<file path="config.mk">
export PLATFORM = sky130hd
export DESIGN_NAME = tpdu_receive_parser
export DESIGN_NICKNAME = d
export VERILOG_FILES = /design/src/hw/rtl/trp_pkg.sv /design/src/hw/rtl/trp_front.sv /design/src/hw/rtl/trp_queue.sv /design/src/hw/rtl/trp_back.sv /design/src/hw/rtl/tpdu_receive_parser.sv
export SDC_FILE = /design/constraint.sdc
export NUM_CORES = 1
export LEC_CHECK = 0
export ABC_AREA = 1
export CAP_MARGIN = 5
export CORE_UTILIZATION = 60
export CTS_BUF_LIST = sky130_fd_sc_hd__clkbuf_4 sky130_fd_sc_hd__clkbuf_8
export DETAILED_ROUTE_END_ITERATION = 7
export DONT_BUFFER_PORTS = 1
export GPL_TIMING_DRIVEN = 0
export PLACE_DENSITY_LB_ADDON = 0.25
export SYNTH_ARGS = -nofsm -noshare
export SYNTH_HDL_FRONTEND = slang
export SYNTH_SLANG_ARGS = --single-unit
</file>
<file path="constraint.sdc">
create_clock -name clk_i -period 12.55 [get_ports clk_i]
set_clock_uncertainty 0.2 [all_clocks]
set_input_delay 0 -clock clk_i [delete_from_list [all_inputs] [get_ports clk_i]]
set_output_delay 0 -clock clk_i [all_outputs]
set_load 0.02 [all_outputs]
</file>
<file path="src/hw/rtl/trp_pkg.sv">
// package for the transport frame receive parser
// types, codes and constants shared by the front, queue, back and top level
// no dependencies
`default_nettype none

package trp_pkg;

  localparam logic [7:0] STATUS_TAG       = 8'h80;
  localparam logic [7:0] LEN_ESCAPE       = 8'd128;
  localparam logic [7:0] CREATE_REPLY_TAG = 8'h83;
  localparam logic [7:0] DELETE_REPLY_TAG = 8'h85;
  localparam logic [7:0] SB_DATA_VALUE    = 8'h80;
  localparam logic [7:0] SB_NODATA_VALUE  = 8'h00;
  localparam logic [7:0] SB_LENGTH        = 8'd2;
  localparam logic [7:0] EXP_ID_RESET     = 8'd1;

  localparam logic [1:0] SC_DATA    = 2'd0;
  localparam logic [1:0] SC_NODATA  = 2'd1;
  localparam logic [1:0] SC_INVALID = 2'd2;

  localparam int unsigned QDEPTH = 4;
  localparam int unsigned QPTR_W = $clog2(QDEPTH);
  localparam int unsigned QCNT_W = $clog2(QDEPTH + 1);

  typedef enum logic [3:0] {
    PH_IDLE,
    PH_LEN,
    PH_LEN2,
    PH_CONN,
    PH_BODY,
    PH_SBTAG,
    PH_SBLEN,
    PH_SBCONN,
    PH_SBVAL
  } phase_e;

  typedef enum logic [1:0] {
    KIND_BODY      = 2'd0,
    KIND_SUMMARY   = 2'd1,
    KIND_MALFORMED = 2'd2
  } kind_e;

  typedef struct packed {
    logic [7:0] data_byte;
    logic       frame_start;
  } rx_item_t;

  typedef struct packed {
    kind_e      kind;
    logic [7:0] body_byte;
    logic [7:0] frame_tag;
    logic [7:0] conn_id;
    logic [7:0] body_length;
    logic [1:0] status_class;
    logic       is_create_reply;
    logic       is_delete_reply;
    logic       last;
  } result_t;

  // classified byte handed from the front to the back
  typedef struct packed {
    kind_e      op;
    logic [7:0] data;
    logic [7:0] hdr_tag;
    logic [7:0] hdr_length;
    logic [7:0] hdr_conn;
    logic       sb_tag_ok;
    logic       sb_len_ok;
    logic [7:0] sb_conn;
  } cmd_t;

endpackage

`default_nettype wire

</file>
<file path="src/hw/rtl/trp_front.sv">
// front of the receive parser: walks the frame phases byte by byte
// and issues a command for every byte that yields a result; uses trp_pkg
`default_nettype none

module trp_front (
  input  wire                    clk_i,
  input  wire                    rst_ni,
  input  wire                    in_valid_i,
  input  wire trp_pkg::rx_item_t in_item_i,
  output logic                   cmd_valid_o,
  output trp_pkg::cmd_t          cmd_o
);

  trp_pkg::phase_e phase_q, phase_d;
  logic [7:0] hdr_tag_q, hdr_tag_d;
  logic [7:0] hdr_length_q, hdr_length_d;
  logic [7:0] hdr_conn_q, hdr_conn_d;
  logic [7:0] body_left_q, body_left_d;
  logic       sb_tag_ok_q, sb_tag_ok_d;
  logic       sb_len_ok_q, sb_len_ok_d;
  logic [7:0] sb_conn_q, sb_conn_d;

  logic [7:0] b;
  logic [7:0] len_m1;

  assign b      = in_item_i.data_byte;
  assign len_m1 = hdr_length_q - 8'd1;

  always_ff @(posedge clk_i or negedge rst_ni) begin
    if (!rst_ni) begin
      phase_q      <= trp_pkg::PH_IDLE;
      hdr_tag_q    <= '0;
      hdr_length_q <= '0;
      hdr_conn_q   <= '0;
      body_left_q  <= '0;
      sb_tag_ok_q  <= 1'b0;
      sb_len_ok_q  <= 1'b0;
      sb_conn_q    <= '0;
    end else begin
      phase_q      <= phase_d;
      hdr_tag_q    <= hdr_tag_d;
      hdr_length_q <= hdr_length_d;
      hdr_conn_q   <= hdr_conn_d;
      body_left_q  <= body_left_d;
      sb_tag_ok_q  <= sb_tag_ok_d;
      sb_len_ok_q  <= sb_len_ok_d;
      sb_conn_q    <= sb_conn_d;
    end
  end

  always_comb begin
    phase_d      = phase_q;
    hdr_tag_d    = hdr_tag_q;
    hdr_length_d = hdr_length_q;
    hdr_conn_d   = hdr_conn_q;
    body_left_d  = body_left_q;
    sb_tag_ok_d  = sb_tag_ok_q;
    sb_len_ok_d  = sb_len_ok_q;
    sb_conn_d    = sb_conn_q;

    cmd_valid_o      = 1'b0;
    cmd_o.op         = trp_pkg::KIND_BODY;
    cmd_o.data       = b;
    cmd_o.hdr_tag    = hdr_tag_q;
    cmd_o.hdr_length = hdr_length_q;
    cmd_o.hdr_conn   = hdr_conn_q;
    cmd_o.sb_tag_ok  = sb_tag_ok_q;
    cmd_o.sb_len_ok  = sb_len_ok_q;
    cmd_o.sb_conn    = sb_conn_q;

    if (in_valid_i) begin
      if (in_item_i.frame_start) begin
        hdr_tag_d    = '0;
        hdr_length_d = '0;
        hdr_conn_d   = '0;
        body_left_d  = '0;
        sb_tag_ok_d  = 1'b0;
        sb_len_ok_d  = 1'b0;
        sb_conn_d    = '0;
        if (b == trp_pkg::STATUS_TAG) begin
          sb_tag_ok_d = 1'b1;
          phase_d     = trp_pkg::PH_SBLEN;
        end else begin
          hdr_tag_d = b;
          phase_d   = trp_pkg::PH_LEN;
        end
      end else begin
        case (phase_q)
          trp_pkg::PH_LEN, trp_pkg::PH_LEN2: begin
            if (phase_q == trp_pkg::PH_LEN && b >= trp_pkg::LEN_ESCAPE) begin
              phase_d = trp_pkg::PH_LEN2;
            end else if (b == 8'd0) begin
              cmd_valid_o = 1'b1;
              cmd_o.op    = trp_pkg::KIND_MALFORMED;
              phase_d     = trp_pkg::PH_IDLE;
            end else begin
              hdr_length_d = b;
              phase_d      = trp_pkg::PH_CONN;
            end
          end
          trp_pkg::PH_CONN: begin
            hdr_conn_d  = b;
            body_left_d = len_m1;
            phase_d     = (len_m1 != 8'd0) ? trp_pkg::PH_BODY : trp_pkg::PH_SBTAG;
          end
          trp_pkg::PH_BODY: begin
            cmd_valid_o = 1'b1;
            cmd_o.op    = trp_pkg::KIND_BODY;
            body_left_d = body_left_q - 8'd1;
            if (body_left_q == 8'd1) begin
              phase_d = trp_pkg::PH_SBTAG;
            end
          end
          trp_pkg::PH_SBTAG: begin
            sb_tag_ok_d = (b == trp_pkg::STATUS_TAG);
            phase_d     = trp_pkg::PH_SBLEN;
          end
          trp_pkg::PH_SBLEN: begin
            sb_len_ok_d = (b == trp_pkg::SB_LENGTH);
            phase_d     = trp_pkg::PH_SBCONN;
          end
          trp_pkg::PH_SBCONN: begin
            sb_conn_d = b;
            phase_d   = trp_pkg::PH_SBVAL;
          end
          trp_pkg::PH_SBVAL: begin
            cmd_valid_o = 1'b1;
            cmd_o.op    = trp_pkg::KIND_SUMMARY;
            phase_d     = trp_pkg::PH_IDLE;
          end
          default: begin
            phase_d = trp_pkg::PH_IDLE;
          end
        endcase
      end
    end
  end

endmodule

`default_nettype wire

</file>
<file path="src/hw/rtl/trp_queue.sv">
// short command queue between the parser front and the result back
// register file with read and write pointers; uses trp_pkg
`default_nettype none

module trp_queue (
  input  wire                clk_i,
  input  wire                rst_ni,
  input  wire                wr_en_i,
  input  wire trp_pkg::cmd_t wr_data_i,
  input  wire                rd_en_i,
  output trp_pkg::cmd_t      rd_data_o,
  output logic               avail_o,
  output logic               full_o
);

  trp_pkg::cmd_t mem_q [trp_pkg::QDEPTH];

  logic [trp_pkg::QPTR_W-1:0] wr_ptr_q, rd_ptr_q;
  logic [trp_pkg::QCNT_W-1:0] count_q;

  assign avail_o   = (count_q != '0);
  assign full_o    = (count_q == trp_pkg::QCNT_W'(trp_pkg::QDEPTH));
  assign rd_data_o = mem_q[rd_ptr_q];

  always_ff @(posedge clk_i) begin
    if (wr_en_i) begin
      mem_q[wr_ptr_q] <= wr_data_i;
    end
  end

  always_ff @(posedge clk_i or negedge rst_ni) begin
    if (!rst_ni) begin
      wr_ptr_q <= '0;
      rd_ptr_q <= '0;
      count_q  <= '0;
    end else begin
      if (wr_en_i) begin
        wr_ptr_q <= wr_ptr_q + 1'b1;
      end
      if (rd_en_i) begin
        rd_ptr_q <= rd_ptr_q + 1'b1;
      end
      case ({wr_en_i, rd_en_i})
        2'b10:   count_q <= count_q + 1'b1;
        2'b01:   count_q <= count_q - 1'b1;
        default: count_q <= count_q;
      endcase
    end
  end

endmodule

`default_nettype wire

</file>
<file path="src/hw/rtl/trp_back.sv">
// back of the receive parser: turns queued commands into result transactions
// and holds the result register read by the consumer; uses trp_pkg
`default_nettype none

module trp_back (
  input  wire                clk_i,
  input  wire                rst_ni,
  input  wire [7:0]          exp_id_i,
  input  wire                cmd_avail_i,
  input  wire trp_pkg::cmd_t cmd_i,
  output logic               cmd_take_o,
  input  wire                pop_i,
  output logic               valid_o,
  output trp_pkg::result_t   result_o
);

  logic             valid_q;
  trp_pkg::result_t res_q, res_d;
  logic             sb_ok;
  logic             rep_ok;

  assign cmd_take_o = cmd_avail_i && (!valid_q || pop_i);
  assign valid_o    = valid_q;
  assign result_o   = res_q;

  assign sb_ok  = cmd_i.sb_tag_ok && cmd_i.sb_len_ok && (cmd_i.sb_conn == exp_id_i);
  assign rep_ok = (cmd_i.hdr_length == 8'd1) && (cmd_i.hdr_conn == exp_id_i);

  always_comb begin
    res_d                 = '0;
    res_d.kind            = cmd_i.op;
    case (cmd_i.op)
      trp_pkg::KIND_BODY: begin
        res_d.body_byte = cmd_i.data;
      end
      trp_pkg::KIND_SUMMARY: begin
        res_d.frame_tag   = cmd_i.hdr_tag;
        res_d.conn_id     = (cmd_i.hdr_conn != 8'd0) ? cmd_i.hdr_conn : cmd_i.sb_conn;
        res_d.body_length = (cmd_i.hdr_length != 8'd0) ? (cmd_i.hdr_length - 8'd1) : 8'd0;
        res_d.status_class = trp_pkg::SC_INVALID;
        if (sb_ok && cmd_i.data == trp_pkg::SB_DATA_VALUE) begin
          res_d.status_class = trp_pkg::SC_DATA;
        end else if (sb_ok && cmd_i.data == trp_pkg::SB_NODATA_VALUE) begin
          res_d.status_class = trp_pkg::SC_NODATA;
        end
        res_d.is_create_reply = rep_ok && (cmd_i.hdr_tag == trp_pkg::CREATE_REPLY_TAG);
        res_d.is_delete_reply = rep_ok && (cmd_i.hdr_tag == trp_pkg::DELETE_REPLY_TAG);
        res_d.last            = 1'b1;
      end
      trp_pkg::KIND_MALFORMED: begin
        res_d.frame_tag = cmd_i.hdr_tag;
        res_d.last      = 1'b1;
      end
      default: begin
        res_d = '0;
      end
    endcase
  end

  always_ff @(posedge clk_i or negedge rst_ni) begin
    if (!rst_ni) begin
      valid_q <= 1'b0;
    end else if (cmd_take_o) begin
      valid_q <= 1'b1;
    end else if (pop_i) begin
      valid_q <= 1'b0;
    end
  end

  always_ff @(posedge clk_i) begin
    if (cmd_take_o) begin
      res_q <= res_d;
    end
  end

endmodule

`default_nettype wire

</file>
<file path="src/hw/rtl/tpdu_receive_parser.sv">
// Receive parser for transport frames: input byte queue port, result queue port.
// Input: drive rx_item_i and raise push; a byte is taken on a rising edge with
//   push high and full low. frame_start marks the first byte of a frame and
//   restarts parsing at any time; stray bytes while idle are dropped.
// Output: while empty is low, result_o holds the oldest result (body byte,
//   frame summary or malformed frame); raise pop to take it.
// Configuration: cfg_we_i writes cfg_wdata_i into the expected connection id
//   on the same edge; write it only while no frame is being processed.
// Throughput: one byte per cycle while full is low. The front parser
//   classifies each byte in the cycle it is taken and writes a command for
//   each byte that yields a result into a four-entry queue; the back formats
//   one command per cycle into the result register while it is empty or popped.
//   A byte's command enters the queue on the edge that takes the byte.
// Stall: with pop low the result register and the command queue fill; full
//   rises once the queue holds four commands and no byte is taken until the
//   consumer pops again.
// Reset: asynchronous and active low; parser idle, queue and result empty,
//   expected connection id back to 1.
// Depends on trp_pkg, trp_front, trp_queue and trp_back.
`default_nettype none

module tpdu_receive_parser (
  input  wire                    clk_i,
  input  wire                    rst_ni,
  input  wire                    push,
  output logic                   full,
  input  wire trp_pkg::rx_item_t rx_item_i,
  output logic                   empty,
  input  wire                    pop,
  output trp_pkg::result_t       result_o,
  input  wire                    cfg_we_i,
  input  wire [7:0]              cfg_wdata_i
);

  logic [7:0]    exp_id_q;
  logic          in_accept;
  logic          cmd_push;
  trp_pkg::cmd_t cmd_wr;
  trp_pkg::cmd_t cmd_rd;
  logic          cmd_avail;
  logic          cmd_take;
  logic          q_full;
  logic          res_valid;

  assign in_accept = push && !q_full;
  assign full      = q_full;
  assign empty     = !res_valid;

  always_ff @(posedge clk_i or negedge rst_ni) begin
    if (!rst_ni) begin
      exp_id_q <= trp_pkg::EXP_ID_RESET;
    end else if (cfg_we_i) begin
      exp_id_q <= cfg_wdata_i;
    end
  end

  trp_front u_front (
    .clk_i       (clk_i),
    .rst_ni      (rst_ni),
    .in_valid_i  (in_accept),
    .in_item_i   (rx_item_i),
    .cmd_valid_o (cmd_push),
    .cmd_o       (cmd_wr)
  );

  trp_queue u_queue (
    .clk_i     (clk_i),
    .rst_ni    (rst_ni),
    .wr_en_i   (cmd_push),
    .wr_data_i (cmd_wr),
    .rd_en_i   (cmd_take),
    .rd_data_o (cmd_rd),
    .avail_o   (cmd_avail),
    .full_o    (q_full)
  );

  trp_back u_back (
    .clk_i       (clk_i),
    .rst_ni      (rst_ni),
    .exp_id_i    (exp_id_q),
    .cmd_avail_i (cmd_avail),
    .cmd_i       (cmd_rd),
    .cmd_take_o  (cmd_take),
    .pop_i       (pop),
    .valid_o     (res_valid),
    .result_o    (result_o)
  );

  // queue never written while full
  assert property (@(posedge clk_i) disable iff (!rst_ni) !(cmd_push && q_full))
    else $error("command queue overflow");

  // frame-ending results and only those carry last
  assert property (@(posedge clk_i) disable iff (!rst_ni)
    !empty |-> (result_o.last == (result_o.kind != trp_pkg::KIND_BODY)))
    else $error("last flag does not match result kind");

  // a command taken by the back shows up as a pending result
  assert property (@(posedge clk_i) disable iff (!rst_ni) cmd_take |=> !empty)
    else $error("taken command did not reach the result register");

endmodule

`default_nettype wire
</file>
==> run metrics <==
outcome=finished, final reports clean; clock latency at the later pin of the worst-skew pair=0.57 ns; WL final=27,190 microns; grt met2 use=around 44%; Worst slew margin=roughly two fifths; Post-route DRC=0; WHS Endpoint=u_queue.mem_q[1][39]; RSZ-0062 raised after global routing=false; Pins Over Slew Limit=0; maximum vdd drop=0.0001343 V; IO Pins=63; CTS sink cnt=between 200 and 300; hold depth=1; layout cells sized above 1=12.52%; crit-path max cell delay=around 0.51 ns; Placed Cells=1,348; Post-DRT Antenna Nets=0; vias in the first global route=7,967; PostCTS Resize Cnt=0; max-cap viol count=0; global placement routability congestion=0.9078; cell mode on critical path=buf_2; largest net degree at the start of global routing=62; M1 GR Usage=38.55%; Worst Min Path Start=rx_item_i[6]; slowest CP cell=a32oi_1; die width=142.6 microns; Via density=5.676; Syn Inst Count=1,078; critical path class=register to register; global route overflow=0; r2r endpoint=u_back.result_o[2]; Finished Cell Area=around 14,000 sq um; initial core utilization=approximately three fifths; DRT Pass-1 Iters=6; Critical Path Fanout Max=10; Fmax=slightly below 300 MHz; met3 Usage GRT=between 4 and 5%; CP required=approximately 13 ns; Tcrit/Tclk final=between 20% and 30%; CORE AREA=a little under 20,000 sq um; drt wl/cell=18.57 microns; pre-CTS WS=9.230 ns; Synth cell types=40; FF-to-FF setup slack=9.14 ns; Net Count, Synth=approximately 1,100; Detail Placement HPWL=roughly 18,000 microns; worst reg2reg path depth=11; FILL cells=around 1,400; Setup TNS=0 ns; Post-DP Area=around 12,000 sq um; final setup margin=slightly above 9 ns; GRT Util Overall=between 20% and 30%; pwr dens=approximately 240 nW/um^2; endpoints failing setup=0; CP top delay family=buffers and inverters; row count=51; min Tclk post-route=between 3 and 4 ns; final net count=around 1,200; CTS clock-pin slew for the worst setup and hold paths=~0.070 ns; global-route wire length before repair=roughly 42,000 microns; I/O Buffers=0; non-filler cells, final=1,464; FF+latch count, synth=277; critical path arrival=roughly 3.6 ns; Synth Warn #=0; CTS tree=done; die area=a little over 20,000 sq um; critical path cell sequence=buf_2 -> inv_2 -> buf_2 -> buf_2 -> a21oi_1 -> a32oi_1 -> ha_1 -> clkinv_1 -> nor3_2 -> nand3_1 -> nor2_1; Mapped Area=11,860 sq um; Hold WS=0.03366 ns; Syn Area/Cell=between 10 and 15 sq um; Leakage=5.475 nW; Hold WC Path Type=primary input to register; Critical R2R Launch=u_queue.rd_ptr_q[1]; sequential area share after synthesis=between 60% and 70%; global-route layer with the greatest usage=met2; Total Power=between 3 and 4 mW; Critical Path End Type=register; Die Ht=between 100 and 150 microns; final hold vios=0; Vias=roughly 8,300; slew of the pin with the lowest slew margin=a little over 0.9 ns; initial antenna violation count=1; Detailed Route Iter0 Violations=between 800 and 900; Root Driver=clkbuf_8; CTS Buffer Depth=3; layout overhead on the synthesized area=15.83%; critical path launch point type=register; buffers and inverters on the worst path=5; Core Util, Final=a little under three quarters; H-tree lvl count=2; TritonCTS buffer count=43
[per-layer routing]
metal,vias up,routed length (microns)
li1,3865,-
met1,3954,11230
met2,413,12750
met3,77,2151
met4,0,1063
met5,-,0
[cells in the mapped netlist, drive strengths merged]
library cell,number,area (sq um)
buf,32,247.7
nand3,113,575.6
edfxtp,215,6456
xor2,11,96.34
o211ai,3,22.52
o21ai,66,337.8
o21bai,1,7.510
nor3,5,35.03
nand3b,2,15.01
dfstp,1,26.28
a32oi,5,43.79
or2,2,12.51
dfrtp,61,1526
fa,1,20.02
a21oi,34,188.9
ha,15,187.7
clkinv,1,3.750
nand2,301,1150
o31ai,1,7.510
a31oi,4,25.02
inv,84,317.8
o22ai,6,37.54
o22a,1,8.760
clkbuf,4,15.01
xnor2,2,17.52
nand4,16,100.1
nor2,91,381.6
[report_power, final]
group          switching (mW)  leakage, nW  internal, mW
sequential              0.186         2.78          1.21
combinational           0.746         2.18         0.342
clock                   0.350        0.517         0.508
total                    1.28         5.48          2.06
[layout make-up]
type | count | area [sq um] | area share, %
Timing Repair Buffer | 40 | 508.0 | 3.697
Inverter | 85 | 321.6 | 2.340
Sequential cell | 277 | 8009 | 58.28
Clock inverter | 19 | 251.5 | 1.830
Buffer | 36 | 262.8 | 1.912
Tap cell | 265 | 331.6 | 2.413
Clock buffer | 61 | 739.5 | 5.381
Multi-Input combinational cell | 680 | 3316 | 24.13
Antenna cell | 1 | 2.502 | 0.01821
[cell families after synthesis]
kind of cell,share of synthesized area (%)
adders and majority gates,1.751
xor gates and xnor gates,0.9597
AOI/OAI and AO/OA,5.727
and+or+nand+nor,19.13
DFF,67.51
buffers and inverters,4.925
[flip-flops by register name, summed over array words and instances, names as in the netlist]
signal and flops:
u_queue.mem_q 176, u_back.result_o 39, exp_id_q 8, u_front.body_left_q 8, u_front.hdr_conn_q 8, u_front.hdr_length_q 8
u_front.hdr_tag_q 8, u_front.sb_conn_q 8, u_front.phase_q 4, u_queue.count_q 3, u_queue.rd_ptr_q 2, u_queue.wr_ptr_q 2
u_back.valid_o 1, u_front.sb_len_ok_q 1, u_front.sb_tag_ok_q 1
[placed cells by master, fill, tap and decap left out, drive strengths merged, types with 2 or more instances in the layout]
cell type,instances
nand3b,2
a31oi,4
clkinv,11
a32oi,5
a21oi,34
xor2,11
edfxtp,215
clkbuf,65
o21ai,66
buf,39
ha,15
xnor2,2
o211ai,3
nand2,301
dlygate4sd3,33
inv,86
nand4,16
nand3,113
nor2,91
dfrtp,61
bufinv,6
o22ai,6
or2,2
nor3,5
[repair_timing]
item | CTS | global route
setup buffers | 0 | 0
hold endpoints to repair | 199 | 0
hold buffers | 35 | 0
[worst max-delay path by stage]
| stage | startpoint | to | cells after the start |
|---|---|---|---|
| after floorplan | u_queue.count_q[0] | u_queue.count_q[1] | 6 |
| after global placement | u_queue.count_q[0] | u_queue.mem_q[2][16] | 8 |
| after detailed placement | u_queue.rd_ptr_q[1] | u_back.result_o[2] | 11 |
| after CTS | u_queue.rd_ptr_q[1] | u_back.result_o[2] | 11 |
| after global routing | u_queue.rd_ptr_q[1] | u_back.result_o[2] | 11 |
| final | u_queue.rd_ptr_q[1] | u_back.result_o[2] | 11 |
No activity file was read; power rests on OpenSTA's default activity.
